## config.mk

```make
export PLATFORM = sky130hd
export DESIGN_NAME = beacon_clock_sync_beat_phase_flat
export DESIGN_NICKNAME = d
export VERILOG_FILES = /design/src/design/bcsbp_pkg.sv /design/src/design/bcsbp_if.sv /design/src/design/bcsbp_div.sv /design/src/design/beacon_clock_sync_beat_phase.sv /design/src/flat_wrapper.sv
export SDC_FILE = /design/constraint.sdc
export NUM_CORES = 2
export LEC_CHECK = 0
export BUFFER_PORTS_ARGS = -buffer_cell sky130_fd_sc_hd__buf_2
export CORE_ASPECT_RATIO = 0.9
export CORE_UTILIZATION = 50
export CTS_CLUSTER_DIAMETER = 60
export DETAILED_ROUTE_END_ITERATION = 8
export PLACE_DENSITY_LB_ADDON = 0.25
export SKIP_LAST_GASP = 1
export SLEW_MARGIN = 30
export SYNTH_ARGS = -nofsm -noshare
export SYNTH_HDL_FRONTEND = slang
export SYNTH_SLANG_ARGS = --single-unit
export TNS_END_PERCENT = 10
```

## constraint.sdc

```tcl
create_clock -name clk -period 18.58 [get_ports clk]
set_input_delay 1.858 -clock clk [delete_from_list [all_inputs] [get_ports clk]]
set_output_delay 1.858 -clock clk [all_outputs]
set_load 0.03 [all_outputs]
```

## src/design/bcsbp_pkg.sv

```systemverilog
`timescale 1ns / 1ps
package bcsbp_pkg;
  localparam int TimeW = 63;
  localparam int WideW = 64;
  localparam int PhaseW = 26;
  localparam int LatW = 9;
  localparam int WinW = 32;
  localparam int ChanW = 8;
  localparam int BpmW = 8;
  localparam int CfgW = 32;
  localparam logic [LatW-1:0] LatencyMax = LatW'(500);
  localparam logic [WinW-1:0] WindowReset = WinW'(5000000);
  localparam logic [WideW-1:0] PeriodNum = WideW'(60000000);
  localparam logic [9:0] UsPerMs = 10'd1000;

  typedef enum logic [0:0] {
    CFG_LATENCY = 1'b0,
    CFG_WINDOW  = 1'b1
  } cfg_idx_t;

  localparam logic OP_BEACON = 1'b0;
  localparam logic OP_QUERY  = 1'b1;

  typedef struct packed {
    logic                 op;
    logic [TimeW-1:0]     local_time_us;
    logic [TimeW-1:0]     sender_time_us;
    logic [TimeW-1:0]     anchor_time_us;
    logic [ChanW-1:0]     channel;
    logic [BpmW-1:0]      tempo_bpm;
  } in_word_t;

  typedef struct packed {
    logic                    synced;
    logic signed [WideW-1:0] offset_estimate_us;
    logic [PhaseW-1:0]       since_beat_us;
    logic [TimeW-1:0]        beat_count;
  } out_word_t;

  typedef struct packed {
    logic             start;
    logic [WideW-1:0] dividend;
    logic [WideW-1:0] divisor;
  } div_req_t;

  typedef struct packed {
    logic             done;
    logic [WideW-1:0] quot;
    logic [WideW-1:0] rem;
  } div_rsp_t;
endpackage

```

## src/design/bcsbp_if.sv

```systemverilog
`timescale 1ns / 1ps
interface bcsbp_if #(parameter type T = logic);
  logic valid;
  logic ready;
  T     data;
  modport source (output valid, output data, input ready);
  modport sink (input valid, input data, output ready);
endinterface

```

## src/design/bcsbp_div.sv

```systemverilog
`timescale 1ns / 1ps
module bcsbp_div import bcsbp_pkg::*; (
  input  logic     clk,
  input  logic     rst_n,
  input  div_req_t req,
  output div_rsp_t rsp
);
  logic [WideW-1:0] q_r, q_nxt, r_r, r_nxt, d_r, d_nxt;
  logic [6:0] cnt_r, cnt_nxt;
  logic busy_r, busy_nxt, done_r, done_nxt;
  logic [WideW:0] trial;

  always_comb begin
    q_nxt = q_r; r_nxt = r_r; d_nxt = d_r; cnt_nxt = cnt_r;
    busy_nxt = busy_r; done_nxt = 1'b0;
    trial = {r_r, q_r[WideW-1]} - {1'b0, d_r};
    if (req.start) begin
      q_nxt = req.dividend; r_nxt = '0; d_nxt = req.divisor;
      cnt_nxt = 7'(WideW); busy_nxt = 1'b1;
    end else if (busy_r) begin
      if (!trial[WideW]) begin
        r_nxt = trial[WideW-1:0]; q_nxt = {q_r[WideW-2:0], 1'b1};
      end else begin
        r_nxt = {r_r[WideW-2:0], q_r[WideW-1]}; q_nxt = {q_r[WideW-2:0], 1'b0};
      end
      cnt_nxt = cnt_r - 7'd1;
      if (cnt_r == 7'd1) begin
        busy_nxt = 1'b0; done_nxt = 1'b1;
      end
    end
  end

  always_ff @(posedge clk) begin
    if (!rst_n) begin
      busy_r <= 1'b0; done_r <= 1'b0; cnt_r <= '0;
    end else begin
      busy_r <= busy_nxt; done_r <= done_nxt; cnt_r <= cnt_nxt;
    end
    q_r <= q_nxt; r_r <= r_nxt; d_r <= d_nxt;
  end

  assign rsp = '{done: done_r, quot: q_r, rem: r_r};
endmodule

```

## src/design/beacon_clock_sync_beat_phase.sv

```systemverilog
`timescale 1ns / 1ps
// Channel | Dir | Payload
// in_     | in  | op, local/sender/anchor time, channel, tempo_bpm
// out_    | out | synced, offset_estimate_us, since_beat_us, beat_count
// cfg_    | in  | delay in ms (CFG_LATENCY), trailing window in us (CFG_WINDOW); write only
// One word at a time. A beacon first scans the ring; then, for every word, a bit-serial
// 64-bit divider computes the period and then the split into beats and phase.
// rst_n is synchronous; ring contents are not cleared, fill_r gates reads.
// A held result blocks new input until taken.
module beacon_clock_sync_beat_phase import bcsbp_pkg::*; #(
  parameter int RING_DEPTH = 16
) (
  input  logic                  clk,
  input  logic                  rst_n,
  bcsbp_if.sink                 in_ch,
  bcsbp_if.source               out_ch,
  input  logic                  cfg_we,
  input  logic [0:0]            cfg_index,
  input  logic [CfgW-1:0]       cfg_wdata
);
  localparam int PW = $clog2(RING_DEPTH);
  localparam int FW = $clog2(RING_DEPTH + 1);

  typedef enum logic [6:0] {
    S_IDLE  = 7'b0000001,
    S_SCAN  = 7'b0000010,
    S_PER   = 7'b0000100,
    S_PWAIT = 7'b0001000,
    S_DIV   = 7'b0010000,
    S_DWAIT = 7'b0100000,
    S_OUT   = 7'b1000000
  } state_t;

  state_t state_r, state_nxt;
  logic [LatW-1:0] lat_r;
  logic [WinW-1:0] win_r;
  logic have_ref_r, valid_r;
  logic [WideW-1:0] anchor_r, best_r, now_r, period_r, delta_r;
  logic [ChanW-1:0] chan_r;
  logic [BpmW-1:0] bpm_r;
  logic [FW-1:0] fill_r;
  logic [PW-1:0] wpos_r, scan_r;
  logic [WideW-1:0] ring_off [RING_DEPTH];
  logic [WideW-1:0] ring_arr [RING_DEPTH];
  logic [WideW-1:0] rd_off_r, rd_arr_r;
  logic rd_ok_r;
  logic [FW-1:0] scan_cnt_r;
  out_word_t res_r;
  div_req_t dreq;
  div_rsp_t drsp;

  in_word_t iw;
  assign iw = in_ch.data;
  assign in_ch.ready = state_r == S_IDLE;
  assign out_ch.valid = state_r == S_OUT;
  assign out_ch.data = res_r;

  always_ff @(posedge clk) begin
    if (!rst_n) begin
      lat_r <= '0; win_r <= WindowReset;
    end else if (cfg_we) begin
      unique case (cfg_idx_t'(cfg_index))
        CFG_LATENCY: lat_r <= (cfg_wdata[LatW-1:0] > LatencyMax) ? LatencyMax
                                                                   : cfg_wdata[LatW-1:0];
        CFG_WINDOW:  win_r <= cfg_wdata;
        default: ;
      endcase
    end
  end

  bcsbp_div u_div (.clk, .rst_n, .req(dreq), .rsp(drsp));

  logic [WideW-1:0] age, est;
  logic [19:0] lat_us;
  logic in_win;
  assign age = now_r - rd_arr_r;
  assign in_win = age[WideW-1] || (age <= {32'd0, win_r});
  assign lat_us = 20'(lat_r) * 20'(UsPerMs);
  assign est = now_r - best_r - WideW'(lat_us) - anchor_r;

  always_comb begin
    state_nxt = state_r;
    dreq = '{start: 1'b0, dividend: PeriodNum,
             divisor: (bpm_r == '0) ? WideW'(1) : WideW'(bpm_r)};
    unique case (state_r)
      S_IDLE:  if (in_ch.valid) state_nxt = (iw.op == OP_BEACON) ? S_SCAN : S_PER;
      S_SCAN:  if (scan_cnt_r == '0) state_nxt = S_PER;
      S_PER: begin
        dreq.start = 1'b1; state_nxt = S_PWAIT;
      end
      S_PWAIT: if (drsp.done) state_nxt = S_DIV;
      S_DIV: begin
        dreq.start = 1'b1;
        dreq.dividend = delta_r[WideW-1] ? (WideW'(0) - delta_r) : delta_r;
        dreq.divisor = period_r;
        state_nxt = S_DWAIT;
      end
      S_DWAIT: if (drsp.done) state_nxt = S_OUT;
      S_OUT:   if (out_ch.ready) state_nxt = S_IDLE;
      default: state_nxt = S_IDLE;
    endcase
  end

  always_ff @(posedge clk) begin
    if (!rst_n) begin
      state_r <= S_IDLE; have_ref_r <= 1'b0; valid_r <= 1'b0; anchor_r <= '0;
      chan_r <= '0; bpm_r <= '0; best_r <= '0; fill_r <= '0; wpos_r <= '0;
      rd_ok_r <= 1'b0; scan_cnt_r <= '0;
    end else begin
      state_r <= state_nxt;
      rd_ok_r <= 1'b0;
      if (state_r == S_IDLE && in_ch.valid) begin
        now_r <= {1'b0, iw.local_time_us};
        if (iw.op == OP_BEACON) begin
          logic fresh;
          fresh = !have_ref_r || {1'b0, iw.anchor_time_us} != anchor_r
                  || iw.channel != chan_r;
          have_ref_r <= 1'b1; valid_r <= 1'b1;
          anchor_r <= {1'b0, iw.anchor_time_us}; chan_r <= iw.channel;
          bpm_r <= iw.tempo_bpm;
          best_r <= {1'b0, iw.local_time_us} - {1'b0, iw.sender_time_us};
          ring_off[fresh ? '0 : wpos_r] <= {1'b0, iw.local_time_us}
                                          - {1'b0, iw.sender_time_us};
          ring_arr[fresh ? '0 : wpos_r] <= {1'b0, iw.local_time_us};
          wpos_r <= PW'((fresh ? 0 : int'(wpos_r)) + 1 == RING_DEPTH ? 0
                        : (fresh ? 0 : int'(wpos_r)) + 1);
          if (fresh) fill_r <= FW'(1);
          else if (fill_r < FW'(RING_DEPTH)) fill_r <= fill_r + FW'(1);
          scan_cnt_r <= FW'(RING_DEPTH);
          scan_r <= '0;
        end
      end
      if (state_r == S_SCAN) begin
        if (scan_cnt_r != '0) begin
          rd_off_r <= ring_off[scan_r];
          rd_arr_r <= ring_arr[scan_r];
          rd_ok_r <= FW'(scan_r) < fill_r;
          scan_r <= scan_r + PW'(1);
          scan_cnt_r <= scan_cnt_r - FW'(1);
        end
        if (rd_ok_r && in_win && ($signed(rd_off_r) < $signed(best_r)))
          best_r <= rd_off_r;
      end
    end
    if (state_r == S_PER) delta_r <= est;
    if (state_r == S_PWAIT && drsp.done) period_r <= drsp.quot;
    if (state_r == S_DWAIT && drsp.done) begin
      res_r.synced <= valid_r;
      res_r.offset_estimate_us <= best_r;
      if (delta_r[WideW-1]) begin
        res_r.since_beat_us <= PhaseW'((drsp.rem == '0) ? '0 : period_r - drsp.rem);
        res_r.beat_count <= '0;
      end else begin
        res_r.since_beat_us <= PhaseW'(drsp.rem);
        res_r.beat_count <= drsp.quot[TimeW-1:0];
      end
    end
  end

`ifndef ASSERT_OFF
  a_one_hot: assert property (@(posedge clk) disable iff (!rst_n) $onehot(state_r))
    else $error("state not one-hot");
  a_fill: assert property (@(posedge clk) disable iff (!rst_n) fill_r <= FW'(RING_DEPTH))
    else $error("ring fill overflow");
  a_valid_ref: assert property (@(posedge clk) disable iff (!rst_n) valid_r |-> have_ref_r)
    else $error("offset valid without reference");
`endif
endmodule

```

## src/flat_wrapper.sv

```systemverilog
// flat-port wrapper written by rule: the top's interface ports become plain ports
module beacon_clock_sync_beat_phase_flat import bcsbp_pkg::*;
#(
  parameter int RING_DEPTH = 16
)
  (clk, rst_n, cfg_we, cfg_index, cfg_wdata, in_ch_valid, in_ch_data, in_ch_ready, out_ch_valid, out_ch_data, out_ch_ready);
  bcsbp_if #(.T(in_word_t)) in_ch_i ();
  bcsbp_if #(.T(out_word_t)) out_ch_i ();
  input  logic clk;
  input  logic rst_n;
  input  logic cfg_we;
  input  logic [0:0] cfg_index;
  input  logic [CfgW-1:0] cfg_wdata;
  input wire logic [$bits(in_ch_i.valid)-1:0] in_ch_valid;
  input wire logic [$bits(in_ch_i.data)-1:0] in_ch_data;
  output wire logic [$bits(in_ch_i.ready)-1:0] in_ch_ready;
  output wire logic [$bits(out_ch_i.valid)-1:0] out_ch_valid;
  output wire logic [$bits(out_ch_i.data)-1:0] out_ch_data;
  input wire logic [$bits(out_ch_i.ready)-1:0] out_ch_ready;
  assign in_ch_i.valid = in_ch_valid;
  assign in_ch_i.data = in_ch_data;
  assign in_ch_ready = in_ch_i.ready;
  assign out_ch_valid = out_ch_i.valid;
  assign out_ch_data = out_ch_i.data;
  assign out_ch_i.ready = out_ch_ready;
  beacon_clock_sync_beat_phase #(.RING_DEPTH(RING_DEPTH)) u_core (.clk(clk), .rst_n(rst_n), .in_ch(in_ch_i), .out_ch(out_ch_i), .cfg_we(cfg_we), .cfg_index(cfg_index), .cfg_wdata(cfg_wdata));
endmodule
```

==> summary.md <==
| Metric | Value |
|---|---|
| Setup TNS Final | 0 ns |
| Residual DRC count | 0 |
| Routed WL | around 390000 um |
| R2R Path Start | u_core.lat_r[1] |
| Sw frac | 0.292 |
| Min-Delay Endpoint | u_core.out_ch.data[96] |
| Clock tree sinks | 2916 |
| Max Cap Violations | 0 |
| Peak VDD IR | approximately 0.00017 V |
| Avg Cell Area, Syn | between 15 and 20 um2 |
| Synth warn | 0 |
| Top_reg_cell synth | edfxtp_1 |
| Clock Power Share | 0.337 |
| # fillers | 20500 |
| Run status | finished, final reports clean |
| Die Wd | 544 um |
| Number of synthesized flops with an enable pin | 2636 |
| RSZ-0062 raised after global routing | no |
| First-pass GRT wire length | between 500000 and 600000 um |
| Critical Path End Type | flop |
| Starting Density | 0.504 |
| Post-CTS sizing | 0 |
| Die area | 0.266 mm2 |
| Hold crit path type | flop to flop |
| I/O Buffers | roughly 400 |
| Largest net degree at the start of global routing | 164 |
| Synth unique cells | 99 |
| Syn Inst Count | 8666 |
| Minimum clock period | 9.69 ns |
| Sequential share of power | 0.443 |
| Clock Path Buffers | 4 |
| IO Count | 400 |
| Setup CP Type | flop to flop |
| Num CTS Buffers | 308 |
| Psw | 5.11 mW |
| R2R Path End | u_core.delta_r[55] |
| Worst reg-to-reg path cell count | 38 |
| Min-delay src | u_core.best_r[7] |
| Post-CTS Setup Bufs | 0 |
| Slew Limit Headroom | 0.226 |
| Final Slew Violations | 0 |
| GPL Wtd Cong | slightly below 1 |
| WL/cell | 29.8 um |
| DR pass1 iterations | 9 |
| Tcrit/Tclk final | 0.522 |
| Final Setup Violations | 0 |
| Crit path DAT | 10.29 ns |
| Initial DRC Count | 9270 |
| Req. time, crit path | about 19 ns |
| Crit-path max cell delay | 0.60 ns |
| Syn_nets | 9490 |
| Final core occ | 0.567 |
| Die height | 490 um |
| Final Skew | 0.0668 ns |
| Net count, final | 10000 |
| FF-to-FF setup slack | 8.89 ns |
| Vias in the first global route | 78000 |
| Area grow syn2layout | 12.5% |
| Peak Freq | 103 MHz |
| Worst-path clk slew | 0.06 ns |
| Post-synthesis async set-or-reset flop share | 0 |
| Initial antenna violation count | 64 |
| Worst Tran Pin Value | 1.16 ns |
| Row count | 178 |
| Flops & latches, synth | between 2000 and 3000 |
| CP max-delay cell | o311ai_0 |
| Layout cells sized above 1 | 0.181 |
| Comb power frac | 0.220 |
| Hold Path Cell Cnt | 0 |
| Vias/cell | 6.14 |
| Power per standard cell area | ~120 mW/mm2 |
| Crit path launch type | flop |
| Seq/Total Area, Yosys | 0.642 |
| Cell area after synthesis | 0.132 mm2 |
| CTS tree | yes |
| Int Pwr | 12.4 mW |
| Commonest non-fill, non-tap cell in the layout | edfxtp_1 |
| Worst-path fanout max | 7 |
| Cell mode on critical path | a21oi_1 |
| Final Hold Viols | 0 |
| Antenna viol nets, final | 0 |
| Later-pin clock latency in the skew report | 0.90 ns |
| Vias post-DR | between 70000 and 80000 |
| GRT overflow | 0 |
| Dpl hpwl | 249000 um |
| Core Footprint | 0.262 mm2 |
| GRT Total Usage | 0.288 |
| CTS root buf | clkbuf_16 |
| Total power | 17.5 mW |
| Leak | 51.3 nW |
| Most frequent cells in the layout | edfxtp_1, nand2_1, mux4_2 |
| H-tree Lvls | 5 |
| Hold-fix buffers, CTS | 0 |
routing by layer:
layer	wire length [um]	share of wire	vias up	global-route usage
li1	-	-	34300	-
met1	157000	0.41	40700	0.399
met2	176000	0.45	3793	0.444
met3	32000	0.083	738	0.0487
met4	21100	0.055	36	0.143
met5	471	0.0012	-	0
critical path, delay by kind of cell, from the launching register on:
kind | cells | cell delay (ns)
compound gates | 19 | 4.37
xor+xnor | 3 | 0.51
fa+ha+maj | 8 | 3.39
buf+inv | 4 | 0.19
flops | 1 | 0.52
simple gates | 4 | 0.45
synthesized netlist by cell type, types with 44 or more instances:
cell type / n / area share
o21ai_0: 289 / 0.011
mux4_2: 617 / 0.11
a21oi_1: 432 / 0.016
inv_1: 609 / 0.017
and2_1: 97 / 0.0046
nand4_1: 65 / 0.0031
nand3_1: 74 / 0.0028
edfxtp_1: 2636 / 0.60
o22ai_1: 85 / 0.0040
mux2i_1: 62 / 0.0047
o21a_1: 49 / 0.0028
nor2b_1: 152 / 0.0072
nand2_1: 628 / 0.018
dfxtp_1: 280 / 0.042
a211oi_1: 54 / 0.0031
nor4_1: 50 / 0.0024
xnor2_1: 195 / 0.013
nand2b_1: 51 / 0.0024
fa_1: 108 / 0.016
a21o_1: 176 / 0.010
nor2_1: 261 / 0.0074
nor3_1: 84 / 0.0032
xor2_1: 164 / 0.011
clkbuf_1: 231 / 0.0066
buf_1: 78 / 0.0022
o21bai_1: 44 / 0.0025
a21boi_0: 155 / 0.0088
ha_1: 472 / 0.045
cell type report:
class / count / area, um2 / share of cell area
Sequential cell: 2916 / 84800 / 0.571
Timing Repair Buffer: 541 / 3380 / 0.0227
Antenna cell: 26 / 65.1 / 0.000438
Multi-Input combinational cell: 4803 / 44100 / 0.297
Clock buffer: 399 / 8350 / 0.0562
Tap cell: 3510 / 4390 / 0.0296
Clock inverter: 149 / 1190 / 0.00801
Inverter: 612 / 2300 / 0.0155
cells by family (layout without fill, tap and decap cells):
group | after synthesis | in the layout | synth area share
other | 0 | 26 | 0
AO/OA/AOI/OAI | 1555 | 1555 | 0.0758
AND/OR/NAND/NOR | 1622 | 1622 | 0.0596
flip-flops | 2916 | 2916 | 0.642
buffers and inverters | 947 | 1701 | 0.0273
XOR/XNOR | 360 | 360 | 0.0239
adder cells (fa/ha/maj) | 580 | 580 | 0.0611
multiplexers | 686 | 686 | 0.111
worst max-delay path by stage:
stage,from,cells past startpoint,slack (ns),end
2_1_floorplan,u_core.state_r[0],4,5.60,u_core.out_ch.data[0]
3_3_place_gp,u_core.lat_r[1],38,8.94,u_core.delta_r[59]
3_5_place_dp,u_core.lat_r[1],38,8.96,u_core.delta_r[55]
4_1_cts,u_core.lat_r[1],38,8.89,u_core.delta_r[55]
5_1_grt,u_core.lat_r[1],38,8.04,u_core.delta_r[55]
6_report,u_core.lat_r[1],38,8.89,u_core.delta_r[55]
state kept, by name, indices dropped and copies added, names as in the netlist, 8 cells and up:
register,count
u_core.anchor_r,63
u_core.best_r,64
u_core.bpm_r,8
u_core.chan_r,8
u_core.delta_r,64
u_core.lat_r,9
u_core.now_r,63
u_core.out_ch.data,154
u_core.period_r,64
u_core.rd_arr_r,63
u_core.rd_off_r,64
u_core.ring_arr,1008
u_core.ring_off,1024
u_core.u_div.d_r,64
u_core.u_div.q_r,64
u_core.u_div.r_r,64
u_core.win_r,32
metrics by stage:
stage / cell area, um2 / setup slack, ns / hold WS, ns / std cells
2_1_floorplan: 132000 / 5.60 / 0.408 / 8666
3_3_place_gp: 139000 / 8.94 / 0.412 / 12400
3_5_place_dp: 139000 / 8.96 / 0.422 / 12400
4_1_cts: 148000 / 8.89 / 0.434 / 12900
5_1_grt: 149000 / 8.04 / 0.442 / 12900
6_report: 149000 / 8.89 / 0.438 / 13000
power groups by stage:
stage	sequential [mW]	combinational [mW]	clock (mW)
after floorplan	7.78	2.77	0
after global placement	7.88	3.72	0
after detailed placement	7.89	3.79	0
after CTS	7.75	3.81	5.98
after global routing	7.77	4.22	6.20
final	7.76	3.86	5.90
Power figures use the tool's default switching activity.
